File: src/smf_pkg.sv
`timescale 1ns / 1ps
// ----------------------------------------------------------------------------
// smf_pkg
// Shared types, constants and helpers for the sigma mean filter.
// ----------------------------------------------------------------------------
package smf_pkg;

  localparam int MaxWidth  = 1024;
  localparam int MaxHeight = 1024;
  localparam int MaxRadius = 7;
  localparam int RingRows  = 2 * MaxRadius + 1;
  localparam int ColW      = $clog2(MaxWidth);
  localparam int RowW      = $clog2(MaxHeight) + 1;
  localparam int RingW     = $clog2(RingRows);
  localparam int AddrW     = RingW + ColW;
  localparam int LineDepth = RingRows * MaxWidth;

  typedef enum logic [2:0] {
    REG_FRAME_WIDTH  = 3'd0,
    REG_FRAME_HEIGHT = 3'd1,
    REG_X_RADIUS     = 3'd2,
    REG_Y_RADIUS     = 3'd3,
    REG_MIN_COUNT    = 3'd4,
    REG_SIGMA        = 3'd5
  } cfg_reg_e;

  typedef enum logic {
    CMD_PUSH  = 1'b0,
    CMD_FLUSH = 1'b1
  } cmd_e;

  typedef enum logic {
    F_IDLE,
    F_EMIT
  } front_state_t;

  typedef enum logic [2:0] {
    B_IDLE,
    B_CENTRE,
    B_SCAN,
    B_DRAIN,
    B_PREP,
    B_DIV,
    B_OUT
  } back_state_t;

  typedef struct packed {
    logic [10:0] frame_width;
    logic [10:0] frame_height;
    logic [2:0]  x_radius;
    logic [2:0]  y_radius;
    logic [7:0]  min_count;
    logic [8:0]  sigma_threshold;
  } cfg_t;

  typedef struct packed {
    logic             is_write;
    logic [23:0]      pixel;
    logic [RingW-1:0] ring;
    logic [ColW-1:0]  col;
    logic [RowW-1:0]  row;
    logic             last_of_run;
    logic             end_of_frame;
  } job_t;

  typedef struct packed {
    logic [7:0] red;
    logic [7:0] green;
    logic [7:0] blue;
    logic       last_of_run;
    logic       end_of_frame;
  } res_t;

  // output (orow, ocol) has every pixel it needs once (irow, icol) is the next input
  function automatic logic out_ready(input logic [RowW-1:0] orow, input logic [ColW-1:0] ocol,
                                     input logic [RowW-1:0] irow, input logic [ColW-1:0] icol,
                                     input cfg_t c);
    logic [RowW:0] nr;
    logic [RowW:0] rl;
    logic [ColW:0] nc;
    logic [ColW:0] cl;
    nr = {1'b0, orow} + (RowW+1)'(c.y_radius);
    rl = (RowW+1)'(c.frame_height) - (RowW+1)'(1);
    if (nr > rl) nr = rl;
    nc = {1'b0, ocol} + (ColW+1)'(c.x_radius);
    cl = (ColW+1)'(c.frame_width) - (ColW+1)'(1);
    if (nc > cl) nc = cl;
    return ((RowW+1)'(orow) < (RowW+1)'(c.frame_height)) &&
           ((nr < {1'b0, irow}) || ((nr == {1'b0, irow}) && (nc < {1'b0, icol})));
  endfunction

endpackage

File: src/smf_job_queue.sv
`timescale 1ns / 1ps
// ----------------------------------------------------------------------------
// smf_job_queue
// Four-entry queue of writes and window jobs between front and back.
// ----------------------------------------------------------------------------
module smf_job_queue import smf_pkg::*; (
  input  logic clk,
  input  logic rst,
  input  logic wr,
  input  job_t wr_entry,
  output logic q_full,
  input  logic rd,
  output logic q_empty,
  output job_t head
);

  job_t       entries [4];
  logic [1:0] wptr, rptr;
  logic [2:0] count;

  assign q_full  = (count == 3'd4);
  assign q_empty = (count == 3'd0);
  assign head    = entries[rptr];

  always_ff @(posedge clk) begin
    if (wr && !q_full) entries[wptr] <= wr_entry;
  end

  always_ff @(posedge clk) begin
    if (rst) begin
      wptr  <= '0;
      rptr  <= '0;
      count <= '0;
    end else begin
      if (wr && !q_full) wptr <= wptr + 2'd1;
      if (rd && !q_empty) rptr <= rptr + 2'd1;
      count <= count + 3'(wr && !q_full) - 3'(rd && !q_empty);
    end
  end

endmodule

File: config.mk
export PLATFORM = sky130hd
export DESIGN_NAME = smf_job_queue
export DESIGN_NICKNAME = d
export VERILOG_FILES = /design/src/smf_pkg.sv /design/src/smf_job_queue.sv
export SDC_FILE = /design/constraint.sdc
export NUM_CORES = 1
export LEC_CHECK = 0
export BUFFER_PORTS_ARGS = -buffer_cell sky130_fd_sc_hd__buf_2
export CAP_MARGIN = 20
export CORE_MARGIN = 1.5
export CORE_UTILIZATION = 26
export CTS_CLUSTER_SIZE = 14
export DETAILED_ROUTE_END_ITERATION = 6
export GPL_TIMING_DRIVEN = 0
export PLACE_DENSITY = 0.47
export SYNTH_ARGS = -nofsm -noshare
export SYNTH_HDL_FRONTEND = slang
export SYNTH_SLANG_ARGS = --single-unit
File: constraint.sdc
create_clock -name clk -period 4.1 [get_ports clk]
set_clock_uncertainty 0.2 [all_clocks]
set_input_delay 0.615 -clock clk [delete_from_list [all_inputs] [get_ports clk]]
set_output_delay 0.615 -clock clk [all_outputs]
set_load 0.05 [all_outputs]
==> results.rst <==
.. list-table::
   :header-rows: 1

   * - Metric
     - Value
   * - Part of the total power dissipated in sequential elements
     - 0.388
   * - Layout Utilization
     - 0.327
   * - Routability congestion estimate
     - 0.664
   * - Reg2Reg Setup Slack
     - 1.65 ns
   * - CTS Sinks
     - 217
   * - Die Footprint
     - 32000 µm²
   * - Finished Cell Area
     - 9980 µm²
   * - GR Util All Layers
     - 0.0987
   * - Cells resized by post-CTS repair
     - 0
   * - Actual slew at the worst max-slew pin
     - 0.888 ns
   * - Count of synthesis-stage warnings from yosys
     - 0
   * - Post-layout net count
     - 524
   * - Worst endpoint data arrival time
     - 2.19 ns
   * - Detail Route Antenna Nets
     - 0
   * - Logic gate share of total power
     - 0.299
   * - Number of nets in the synthesized netlist
     - 386
   * - Clock network power share
     - 0.313
   * - Vertical die dimension
     - 179 µm
   * - Critical path endpoint category
     - output port
   * - Pwr Density
     - 704 nW/µm²
   * - Final cycle utilization of the critical path
     - 0.734
   * - CORE AREA
     - 30500 µm²
   * - Port Buf Inserts
     - 108
   * - CTS root buf
     - sky130_fd_sc_hd__clkbuf_16
   * - Post-layout instance count excluding filler cells
     - 875
   * - Post-Place Cell Area
     - 9160 µm²
   * - HPWL after detailed placement
     - 9310 µm
   * - Effective utilization at floorplan
     - 0.264
   * - Number of cell instances on the worst register-to-register path
     - 10
   * - Seq/Total Area, Yosys
     - 0.798
   * - Setup repair after global routing missed its margin
     - no
   * - Syn Inst Count
     - 323
   * - Max-cap violations
     - 0
   * - Count of hold buffers inserted by post-cts repair
     - 0
   * - Area added between synthesis and finish
     - 24.0%
   * - Worst rel slew slack
     - 0.408
   * - Sw Share
     - 0.328
   * - Number of top-level pins
     - 110
   * - Maximum buffer depth of the clock tree
     - 3
   * - Type of the tightest min-delay check
     - in2reg
   * - Floorplan row count
     - 64
   * - Mean post-synth cell area
     - 24.9 µm²
   * - Worst reg2reg path startpoint
     - count[1]
   * - Proportion of layout cells with a drive suffix above 1
     - 0.451
   * - Max VDD drop
     - 276 µV
   * - Clock transition at the registers of the reported paths
     - 0.06 ns
   * - Total leakage power
     - 3.33 nW
   * - Total negative slack for setup checks
     - 0 ns
   * - Post-DR vias/cell
     - 4.21
   * - Worst r2r dst
     - count[2]
   * - Kind of critical path
     - reg2out
   * - Antenna violations before repair
     - 1
   * - Post-CTS Setup Bufs
     - 0
   * - Vias in the first global route
     - 4007
   * - Global-route wire length before repair
     - 23200 µm
   * - Clock buffers created by TritonCTS
     - 25
   * - Post-synthesis cell type count
     - 26
   * - Sw power
     - 2.31 mW
   * - Maximum number of pins on one net before global-route repair
     - 53
   * - Setup crit end
     - head[6]
   * - Internal Pwr Total
     - 4.72 mW
   * - Seq cells post-synth
     - 217
   * - Final routed DRC violation total
     - 0
   * - Detailed-routing iteration count for the pre-antenna-repair pass
     - 4
   * - Minimum clock period after layout
     - 3.01 ns
   * - TritonCTS clock tree
     - built
   * - Initial DRC Count
     - 135
   * - Critical-path maximum fanout
     - 10
   * - Via total after detailed routing
     - 3680
   * - Post-detailed-route wirelength per cell
     - 18.0 µm
   * - Startpoint type of the worst setup path
     - flip-flop
   * - Hold slack
     - 0.111 ns
   * - Leading cell type in the layout, fill and taps excluded
     - sky130_fd_sc_hd__edfxtp_1
   * - Number of endpoints with negative hold slack in the final report
     - 0
   * - Later-pin clock latency in the skew report
     - 0.50 ns
   * - Wirelength, routed
     - 15800 µm
   * - Commonest non-fill, non-tap cells in the layout
     - sky130_fd_sc_hd__edfxtp_1 (208), sky130_fd_sc_hd__buf_2 (113), sky130_fd_sc_hd__mux4_2 (50)
   * - Run status
     - completed
   * - Number of antenna repair diodes
     - 0
   * - Max Freq
     - 332 MHz
   * - Final Max Slew Viols
     - 0
   * - H-tree level count
     - 1
   * - Die Wd
     - 179 µm
   * - Count of placed standard cells including taps
     - 830
   * - Required time at the worst-slack endpoint
     - 3.28 ns
   * - Post-synthesis cell area
     - 8050 µm²
   * - Worst hold path cell count
     - 1
   * - Congestion Overflow GR
     - 0
   * - Final setup violation count
     - 0
through the flow:
stage | worst slack (ns) | power (mW)
finish | 1.09 | 7.02
global route | 0.872 | 7.34
CTS | 0.908 | 7.16
detailed placement | 1.42 | 4.93
global placement | 0.0435 | 4.90
floorplan | 1.37 | 4.42
routing by layer:
layer | global-route usage | wire [µm]
met1 | 0.129 | 6960
met2 | 0.162 | 7580
met3 | 0.0248 | 913
met4 | 0.0306 | 323
met5 | 0 | 0
worst max-delay path: stages, from the launching register on:
cell	delay (ns)
sky130_fd_sc_hd__dfxtp_1	0.30
sky130_fd_sc_hd__clkbuf_1	0.38
sky130_fd_sc_hd__buf_2	0.39
sky130_fd_sc_hd__mux4_2	0.38
sky130_fd_sc_hd__buf_2	0.23
worst min path at each step:
stage	from	to	slack (ns)
after CTS	wr_entry[50]	entries[3][50]	0.08
after global routing	wr_entry[50]	entries[3][50]	0.08
final	wr_entry[45]	entries[3][45]	0.11
after global placement	rptr[1]	rptr[1]	0.28
after detailed placement	rptr[1]	flip-flop	0.29
after floorplan	rptr[1]	flip-flop	0.26
sequential cells by signal, indices dropped and copies added (netlist names), named ones only:
register	count
wptr	2
count	3
rptr	2
entries	208
area by class of cell:
class                           instances  area, µm²
Clock inverter                         17        185
Tap cell                              396        495
Multi-Input combinational cell         85       1460
Timing Repair Buffer                  111        601
Sequential cell                       217       6430
Inverter                                8       30.0
Fill cell                            2906      20500
Clock buffer                           28        637
Buffer                                 13        144
cells in the mapped netlist (all sizes together):
library cell / instances / area share
xor2: 1 / 0.0011
nor2b: 2 / 0.0016
edfxtp: 208 / 0.78
nand2: 1 / 0.00047
inv: 8 / 0.0037
buf: 11 / 0.017
o21ai: 2 / 0.0012
nor2: 4 / 0.0022
mux4: 52 / 0.15
xnor2: 2 / 0.0022
or3: 2 / 0.0016
dfxtp: 9 / 0.022
nor3: 1 / 0.0012
nand2b: 2 / 0.0016
and2: 4 / 0.0031
ha: 6 / 0.0093
o31ai: 1 / 0.0016
clkbuf: 2 / 0.00093
mux2i: 1 / 0.0012
nor3b: 1 / 0.0016
fa: 1 / 0.0025
a21oi: 2 / 0.0012
power by group through the flow:
| stage | clock network (mW) | logic (mW) | registers, mW |
|---|---|---|---|
| 2_1_floorplan | 0 | 1.66 | 2.76 |
| 3_3_place_gp | 0 | 2.12 | 2.78 |
| 3_5_place_dp | 0 | 2.15 | 2.77 |
| 4_1_cts | 2.27 | 2.16 | 2.73 |
| 5_1_grt | 2.35 | 2.24 | 2.74 |
| 6_report | 2.20 | 2.10 | 2.72 |
cells by family after synthesis:
family          Yosys count  synth area share
simple gates             17            0.0132
xor+xnor                  3           0.00327
fa+ha+maj                 7            0.0118
mux                      53             0.148
compound gates            5           0.00404
buf+inv                  21            0.0216
flops                   217             0.798
(Power assumes the default switching activity.)
