==> config.mk <==
export PLATFORM = sky130hd
export DESIGN_NAME = smf_front
export DESIGN_NICKNAME = d
export VERILOG_FILES = /design/src/smf_pkg.sv /design/src/smf_front.sv
export SDC_FILE = /design/constraint.sdc
export NUM_CORES = 1
export LEC_CHECK = 0
export BUFFER_PORTS_ARGS = -buffer_cell sky130_fd_sc_hd__buf_4
export CAP_MARGIN = 5
export CORE_MARGIN = 1.5
export CORE_UTILIZATION = 50
export CTS_CLUSTER_SIZE = 25
export DETAILED_ROUTE_END_ITERATION = 8
export PLACE_DENSITY_LB_ADDON = 0.05
export SKIP_LAST_GASP = 1
export SLEW_MARGIN = 25
export SYNTH_ARGS = -nofsm -noshare
export SYNTH_HDL_FRONTEND = slang
export SYNTH_SLANG_ARGS = --single-unit
==> constraint.sdc <==
create_clock -name clk -period 15.7 [get_ports clk]
set_input_delay 3.14 -clock clk [delete_from_list [all_inputs] [get_ports clk]]
set_output_delay 3.14 -clock clk [all_outputs]
set_load 0.01 [all_outputs]
==> src/smf_pkg.sv <==
`timescale 1ns / 1ps
// ----------------------------------------------------------------------------
// smf_pkg
// Shared types, constants and helpers for the sigma mean filter.
// ----------------------------------------------------------------------------
package smf_pkg;

  localparam int MaxWidth  = 1024;
  localparam int MaxHeight = 1024;
  localparam int MaxRadius = 7;
  localparam int RingRows  = 2 * MaxRadius + 1;
  localparam int ColW      = $clog2(MaxWidth);
  localparam int RowW      = $clog2(MaxHeight) + 1;
  localparam int RingW     = $clog2(RingRows);
  localparam int AddrW     = RingW + ColW;
  localparam int LineDepth = RingRows * MaxWidth;

  typedef enum logic [2:0] {
    REG_FRAME_WIDTH  = 3'd0,
    REG_FRAME_HEIGHT = 3'd1,
    REG_X_RADIUS     = 3'd2,
    REG_Y_RADIUS     = 3'd3,
    REG_MIN_COUNT    = 3'd4,
    REG_SIGMA        = 3'd5
  } cfg_reg_e;

  typedef enum logic {
    CMD_PUSH  = 1'b0,
    CMD_FLUSH = 1'b1
  } cmd_e;

  typedef enum logic {
    F_IDLE,
    F_EMIT
  } front_state_t;

  typedef enum logic [2:0] {
    B_IDLE,
    B_CENTRE,
    B_SCAN,
    B_DRAIN,
    B_PREP,
    B_DIV,
    B_OUT
  } back_state_t;

  typedef struct packed {
    logic [10:0] frame_width;
    logic [10:0] frame_height;
    logic [2:0]  x_radius;
    logic [2:0]  y_radius;
    logic [7:0]  min_count;
    logic [8:0]  sigma_threshold;
  } cfg_t;

  typedef struct packed {
    logic             is_write;
    logic [23:0]      pixel;
    logic [RingW-1:0] ring;
    logic [ColW-1:0]  col;
    logic [RowW-1:0]  row;
    logic             last_of_run;
    logic             end_of_frame;
  } job_t;

  typedef struct packed {
    logic [7:0] red;
    logic [7:0] green;
    logic [7:0] blue;
    logic       last_of_run;
    logic       end_of_frame;
  } res_t;

  // output (orow, ocol) has every pixel it needs once (irow, icol) is the next input
  function automatic logic out_ready(input logic [RowW-1:0] orow, input logic [ColW-1:0] ocol,
                                     input logic [RowW-1:0] irow, input logic [ColW-1:0] icol,
                                     input cfg_t c);
    logic [RowW:0] nr;
    logic [RowW:0] rl;
    logic [ColW:0] nc;
    logic [ColW:0] cl;
    nr = {1'b0, orow} + (RowW+1)'(c.y_radius);
    rl = (RowW+1)'(c.frame_height) - (RowW+1)'(1);
    if (nr > rl) nr = rl;
    nc = {1'b0, ocol} + (ColW+1)'(c.x_radius);
    cl = (ColW+1)'(c.frame_width) - (ColW+1)'(1);
    if (nc > cl) nc = cl;
    return ((RowW+1)'(orow) < (RowW+1)'(c.frame_height)) &&
           ((nr < {1'b0, irow}) || ((nr == {1'b0, irow}) && (nc < {1'b0, icol})));
  endfunction

endpackage

==> src/smf_front.sv <==
`timescale 1ns / 1ps
// ----------------------------------------------------------------------------
// smf_front
// Registers, frame counters and transaction intake; issues line store writes
// and window jobs to the job queue.
// ----------------------------------------------------------------------------
module smf_front import smf_pkg::*; (
  input  logic        clk,
  input  logic        rst,
  input  logic        cfg_write,
  input  logic [2:0]  cfg_index,
  input  logic [10:0] cfg_data,
  input  logic        push,
  output logic        full,
  input  logic        command,
  input  logic [7:0]  in_red,
  input  logic [7:0]  in_green,
  input  logic [7:0]  in_blue,
  output cfg_t        cfg,
  output logic        q_push,
  output job_t        q_entry,
  input  logic        q_full
);

  front_state_t     state, state_next;
  logic [ColW-1:0]  in_col, out_col;
  logic [RowW-1:0]  in_row, out_row;
  logic [RingW-1:0] in_ring, out_ring;
  logic [3:0]       n_out;
  logic             lim8;
  logic             accept, adv_in, adv_out;
  logic             eof_cur, rdy_cur, rdy_nxt;
  logic [ColW-1:0]  nout_col;
  logic [RowW-1:0]  nout_row;
  logic [RingW-1:0] nout_ring;
  logic [3:0]       lim;
  logic [10:0]      sat_size;
  logic [10:0]      sat_height;

  assign accept = push && !full;
  assign full   = (state != F_IDLE) || q_full;
  assign lim    = lim8 ? 4'd8 : 4'd1;

  assign eof_cur = ((RowW)'(out_row) == (RowW)'(cfg.frame_height - 11'd1)) &&
                   ({1'b0, out_col} == cfg.frame_width - 11'd1);
  assign rdy_cur = out_ready(out_row, out_col, in_row, in_col, cfg);

  always_comb begin
    nout_col  = out_col + ColW'(1);
    nout_row  = out_row;
    nout_ring = out_ring;
    if ({1'b0, out_col} + 11'd1 >= cfg.frame_width) begin
      nout_col  = '0;
      nout_row  = out_row + RowW'(1);
      nout_ring = (out_ring == RingW'(RingRows - 1)) ? '0 : out_ring + RingW'(1);
    end
    if (eof_cur) begin
      nout_col  = '0;
      nout_row  = '0;
      nout_ring = '0;
    end
    rdy_nxt = out_ready(nout_row, nout_col, eof_cur ? '0 : in_row, eof_cur ? '0 : in_col, cfg);
  end

  always_comb begin
    sat_size = cfg_data;
    if (cfg_data == 11'd0) sat_size = 11'd1;
    else if (cfg_data > 11'(MaxWidth)) sat_size = 11'(MaxWidth);
    sat_height = cfg_data;
    if (cfg_data == 11'd0) sat_height = 11'd1;
    else if (cfg_data > 11'(MaxHeight)) sat_height = 11'(MaxHeight);
  end

  always_ff @(posedge clk) begin
    if (rst) begin
      state <= F_IDLE;
    end else begin
      state <= state_next;
    end
  end

  always_comb begin
    state_next = state;
    q_push     = 1'b0;
    adv_in     = 1'b0;
    adv_out    = 1'b0;
    q_entry    = '0;
    unique case (state)
      F_IDLE: begin
        if (accept) begin
          if (command == CMD_PUSH) begin
            if ((RowW+1)'(in_row) < (RowW+1)'(cfg.frame_height)) begin
              q_push           = 1'b1;
              q_entry.is_write = 1'b1;
              q_entry.pixel    = {in_red, in_green, in_blue};
              q_entry.ring     = in_ring;
              q_entry.col      = in_col;
              adv_in           = 1'b1;
              state_next       = F_EMIT;
            end
          end else begin
            state_next = F_EMIT;
          end
        end
      end
      F_EMIT: begin
        if (!rdy_cur) begin
          state_next = F_IDLE;
        end else if (!q_full) begin
          q_push               = 1'b1;
          adv_out              = 1'b1;
          q_entry.ring         = out_ring;
          q_entry.col          = out_col;
          q_entry.row          = out_row;
          q_entry.end_of_frame = eof_cur;
          q_entry.last_of_run  = (n_out == lim - 4'd1) || !rdy_nxt;
          if (q_entry.last_of_run) state_next = F_IDLE;
        end
      end
      default: state_next = F_IDLE;
    endcase
  end

  always_ff @(posedge clk) begin
    if (rst) begin
      cfg.frame_width     <= 11'(MaxWidth);
      cfg.frame_height    <= 11'(MaxHeight);
      cfg.x_radius        <= 3'd1;
      cfg.y_radius        <= 3'd1;
      cfg.min_count       <= 8'd1;
      cfg.sigma_threshold <= 9'd25;
      in_col   <= '0;
      in_row   <= '0;
      in_ring  <= '0;
      out_col  <= '0;
      out_row  <= '0;
      out_ring <= '0;
      n_out    <= '0;
      lim8     <= 1'b0;
    end else begin
      if (accept) begin
        n_out <= '0;
        lim8  <= (command == CMD_PUSH);
      end
      if (adv_in) begin
        if ({1'b0, in_col} + 11'd1 >= cfg.frame_width) begin
          in_col  <= '0;
          in_row  <= in_row + RowW'(1);
          in_ring <= (in_ring == RingW'(RingRows - 1)) ? '0 : in_ring + RingW'(1);
        end else begin
          in_col <= in_col + ColW'(1);
        end
      end
      if (adv_out) begin
        n_out    <= n_out + 4'd1;
        out_col  <= nout_col;
        out_row  <= nout_row;
        out_ring <= nout_ring;
        if (eof_cur) begin
          in_col  <= '0;
          in_row  <= '0;
          in_ring <= '0;
        end
      end
      if (cfg_write) begin
        if (cfg_index <= REG_SIGMA) begin
          in_col   <= '0;
          in_row   <= '0;
          in_ring  <= '0;
          out_col  <= '0;
          out_row  <= '0;
          out_ring <= '0;
        end
        unique case (cfg_index)
          REG_FRAME_WIDTH:  cfg.frame_width     <= sat_size;
          REG_FRAME_HEIGHT: cfg.frame_height    <= sat_height;
          REG_X_RADIUS:     cfg.x_radius        <= cfg_data[2:0];
          REG_Y_RADIUS:     cfg.y_radius        <= cfg_data[2:0];
          REG_MIN_COUNT:    cfg.min_count       <= cfg_data[7:0];
          REG_SIGMA:        cfg.sigma_threshold <= cfg_data[8:0];
          default: ;
        endcase
      end
    end
  end

endmodule

==> run summary <==
Area of the mapped netlist: 11100 um^2
CTS H-tree depth: 3
Max-capacitance violation count: 0
Remaining max-slew budget at the tightest pin: 0.293
Min-Delay Path Class: reg -> reg
Synth Area per Inst: 7.36 um^2
Worst clock skew: 0.0145 ns
Core occupancy in the finished layout: 0.578
Switching power summed over all nets: 187 uW
Max Buffers Root-to-Sink: 2
Top-Level Pins: 143
Proportion of power drawn by combinational gates: 0.161
Switching fraction of total power: 0.312
Count of endpoints failing hold in the final timing report: 0
Largest net degree at the start of global routing: 58
Clock network latency to the later pin of the worst-skew pair: 0.37 ns
Height of the die: 152 um
Worst Hold Slack: 0.460 ns
# Post-CTS Setup Buffers: 0
Worst VDD drop: 0.0478 mV
Synthesis-to-finish area growth: 13.4%
Flip-flop and latch area: 2020 um^2
Cells resized by post-CTS repair: 0
EDFF count, synth: 0
Share of post-route cells with drive strength above 1: 0.121
DRC Markers: 0
Data required time of the worst path: 12.56 ns
Global-route wire length before repair: 60.7 mm
Number of design-rule violations left by the first detailed-router iteration: 1099
Internal power: 412 uW
# fillers: 2128
Most instantiated library cell after synthesis: nand2_1
Worst-path cell with the longest stage delay: o21a_1
Clock network fraction of total power: 0.401
Total leakage power: 0.00556 uW
Element type at the critical path end: output port
Vias in the first global route: 10700
RSZ-0062 raised after global routing: no
Ratio of routed vias to standard cells: 6.04
Std-Cell Core Area: 21800 um^2
Clock slew seen by the registers of the worst setup and hold paths: 0.09 ns
Final routed wirelength across all metal layers: 39.0 mm
Worst Setup Start Kind: register
Proportion of power drawn by flip-flops and latches: 0.438
Row count: 54
Effective utilization at floorplan: 0.510
Part of the cycle the worst path needs: 0.813
Slew @ Worst Pin: 1.05 ns
Initial antenna violation count: 0
Post-synthesis net count: 1721
Number of hold-repair buffers added at the cts stage: 0
Cell occurring most often along the worst timing path: ha_1
Global placer's final weighted congestion: 1.00
Post-synth top cells: nand2_1 (211), ha_1 (160), a21oi_1 (136)
Finish-stage setup viols: 0
Number of antenna diodes: 0
Quantity of I/O buffers inserted on ports: 142
CTS tree: done
Type of the setup path with the least slack: reg -> out
Primary FF master, synth: dfxtp_1
Area contributors post-synth: dfxtp_1 (18%), ha_1 (18%), nand2_1 (7.1%)
Cell taking the most area after synthesis: dfxtp_1
Run status: finished clean
Layout net count: 1809
Highest clock frequency the design can meet: 0.0784 GHz
Critical Path Fanout Max: 19
Global-route usage over all layers: 0.330
Post-route antenna net violation count: 0
Data arrival time of the critical path: 9.62 ns
Via count: 11400
Overall die width: 152 um
Num CTS Buffers: 9
Synth Register Bits: 101
Gate Count Post-Synth: 1513
Period minus WS final: 12.76 ns
Root Driver: clkbuf_16
Detail Placement HPWL: 31.0 mm
Die ar.: 23200 um^2
Worst stage delay on the critical path: 0.66 ns
Routed wire per std cell: 20.7 um
Yosys warnings: 0
GRT Residual Overflow: 0
Sink Count: 101
Post-synthesis sequential area ratio: 0.182
Proportion of synthesized flip-flops having asynchronous set or reset: 0
Count of unique library cells instantiated by Yosys: 82
Number of detailed-routing iterations run before antenna repair: 5
Post-synth top area share: 0.182
Power per cell area: 47.4 nW/um^2
Max Slew Vio Count: 0
Area of combinational cells with multiple inputs: 8550 um^2
Final TNS setup: 0 ns
[final cells by class]
type	instances	area share
clock inverters	7	0.00704
repair buffers	151	0.0898
multi-input cells	1269	0.677
well taps	280	0.0278
flip-flops and latches	101	0.160
inverters	69	0.0205
clock buffers	9	0.0178
[worst max-delay path, delay by kind of cell (launching register included)]
kind | cells | cell delay (ns)
simple gates | 13 | 2.37
buf+inv | 2 | 0.37
flops | 1 | 0.53
xor+xnor | 1 | 0.54
compound gates | 14 | 3.86
fa+ha+maj | 5 | 1.58
[registers in the layout, indices dropped and copies added (netlist names)]
| signal | flops |
|---|---|
| cfg | 45 |
| in_row | 11 |
| out_row | 11 |
| in_col | 10 |
| out_col | 10 |
| in_ring | 4 |
| n_out | 4 |
| out_ring | 4 |
| lim8 | 1 |
| state | 1 |
[routing by layer]
metal  part of all wire  vias up  GRT usage
li1                   -     5570          -
met1               0.43     5262      0.439
met2               0.46      456      0.532
met3              0.062      101     0.0387
met4              0.048        0      0.158
met5                  0        -          0
[path summary, 6_finish.rpt]
path | from | end | slack (ns) | depth (start not counted)
worst max-delay path | out_col[1] | q_entry[1] | 2.94 | 35
worst min-delay path | cfg[14] | cfg[14] | 0.46 | 2
worst max register to register | out_col[1] | state | 6.49 | 34
worst min register to register | cfg[14] | cfg[14] | 0.46 | 2
[kinds of logic after synthesis]
logic type               after synthesis  synth area share
AO/OA/AOI/OAI                        340             0.192
buffers and inverters                143            0.0527
AND/OR/NAND/NOR                      649             0.291
XOR/XNOR                              97            0.0788
adder cells (fa/ha/maj)              164             0.187
multiplexers                          19            0.0174
flip-flops                           101             0.182
[metrics by stage]
stage | area [um^2] | setup slack (ns) | std cells | power, uW
6_report | 12600 | 2.94 | 1886 | 599
5_1_grt | 12600 | 2.39 | 1886 | 622
4_1_cts | 12600 | 3.14 | 1886 | 603
3_5_place_dp | 12300 | 3.56 | 1870 | 362
3_3_place_gp | 12300 | 3.59 | 1870 | 362
2_1_floorplan | 11100 | 4.99 | 1513 | 323
[layout by cell type, fill, tap and decap left out, types with 5 or more instances in the layout]
cell | Yosys | layout
nor2b_1 | 32 | 32
a21o_1 | 27 | 26
nand3_1 | 55 | 55
a22oi_1 | 8 | 8
or3_1 | 15 | 15
o21ai_0 | 57 | 57
nand2_1 | 211 | 211
nor3_1 | 26 | 24
and3_1 | 20 | 20
ha_1 | 160 | 160
a21oi_1 | 136 | 136
nand3b_1 | 10 | 10
nor2_1 | 133 | 132
xor2_1 | 31 | 31
buf_4 | 0 | 151
clkbuf_16 | 0 | 9
and2_1 | 45 | 45
dfxtp_1 | 101 | 101
inv_1 | 69 | 69
nand2b_1 | 18 | 18
a2111oi_0 | 10 | 10
o31ai_1 | 11 | 11
o211ai_1 | 9 | 9
nor4_1 | 13 | 13
a211oi_1 | 11 | 11
a31oi_1 | 5 | 5
a211o_1 | 5 | 5
o21a_1 | 14 | 14
xnor2_1 | 64 | 64
mux2i_1 | 16 | 16
nand4_1 | 32 | 32
[power by group through the flow]
stage | Combinational, uW | Clock, uW | Sequential [uW]
2_1_floorplan | 55.5 | 0 | 268
3_3_place_gp | 94.1 | 0 | 268
3_5_place_dp | 94.1 | 0 | 268
4_1_cts | 94.6 | 246 | 262
5_1_grt | 104 | 255 | 263
6_report | 96.2 | 240 | 262
(Power assumes the default switching activity.)
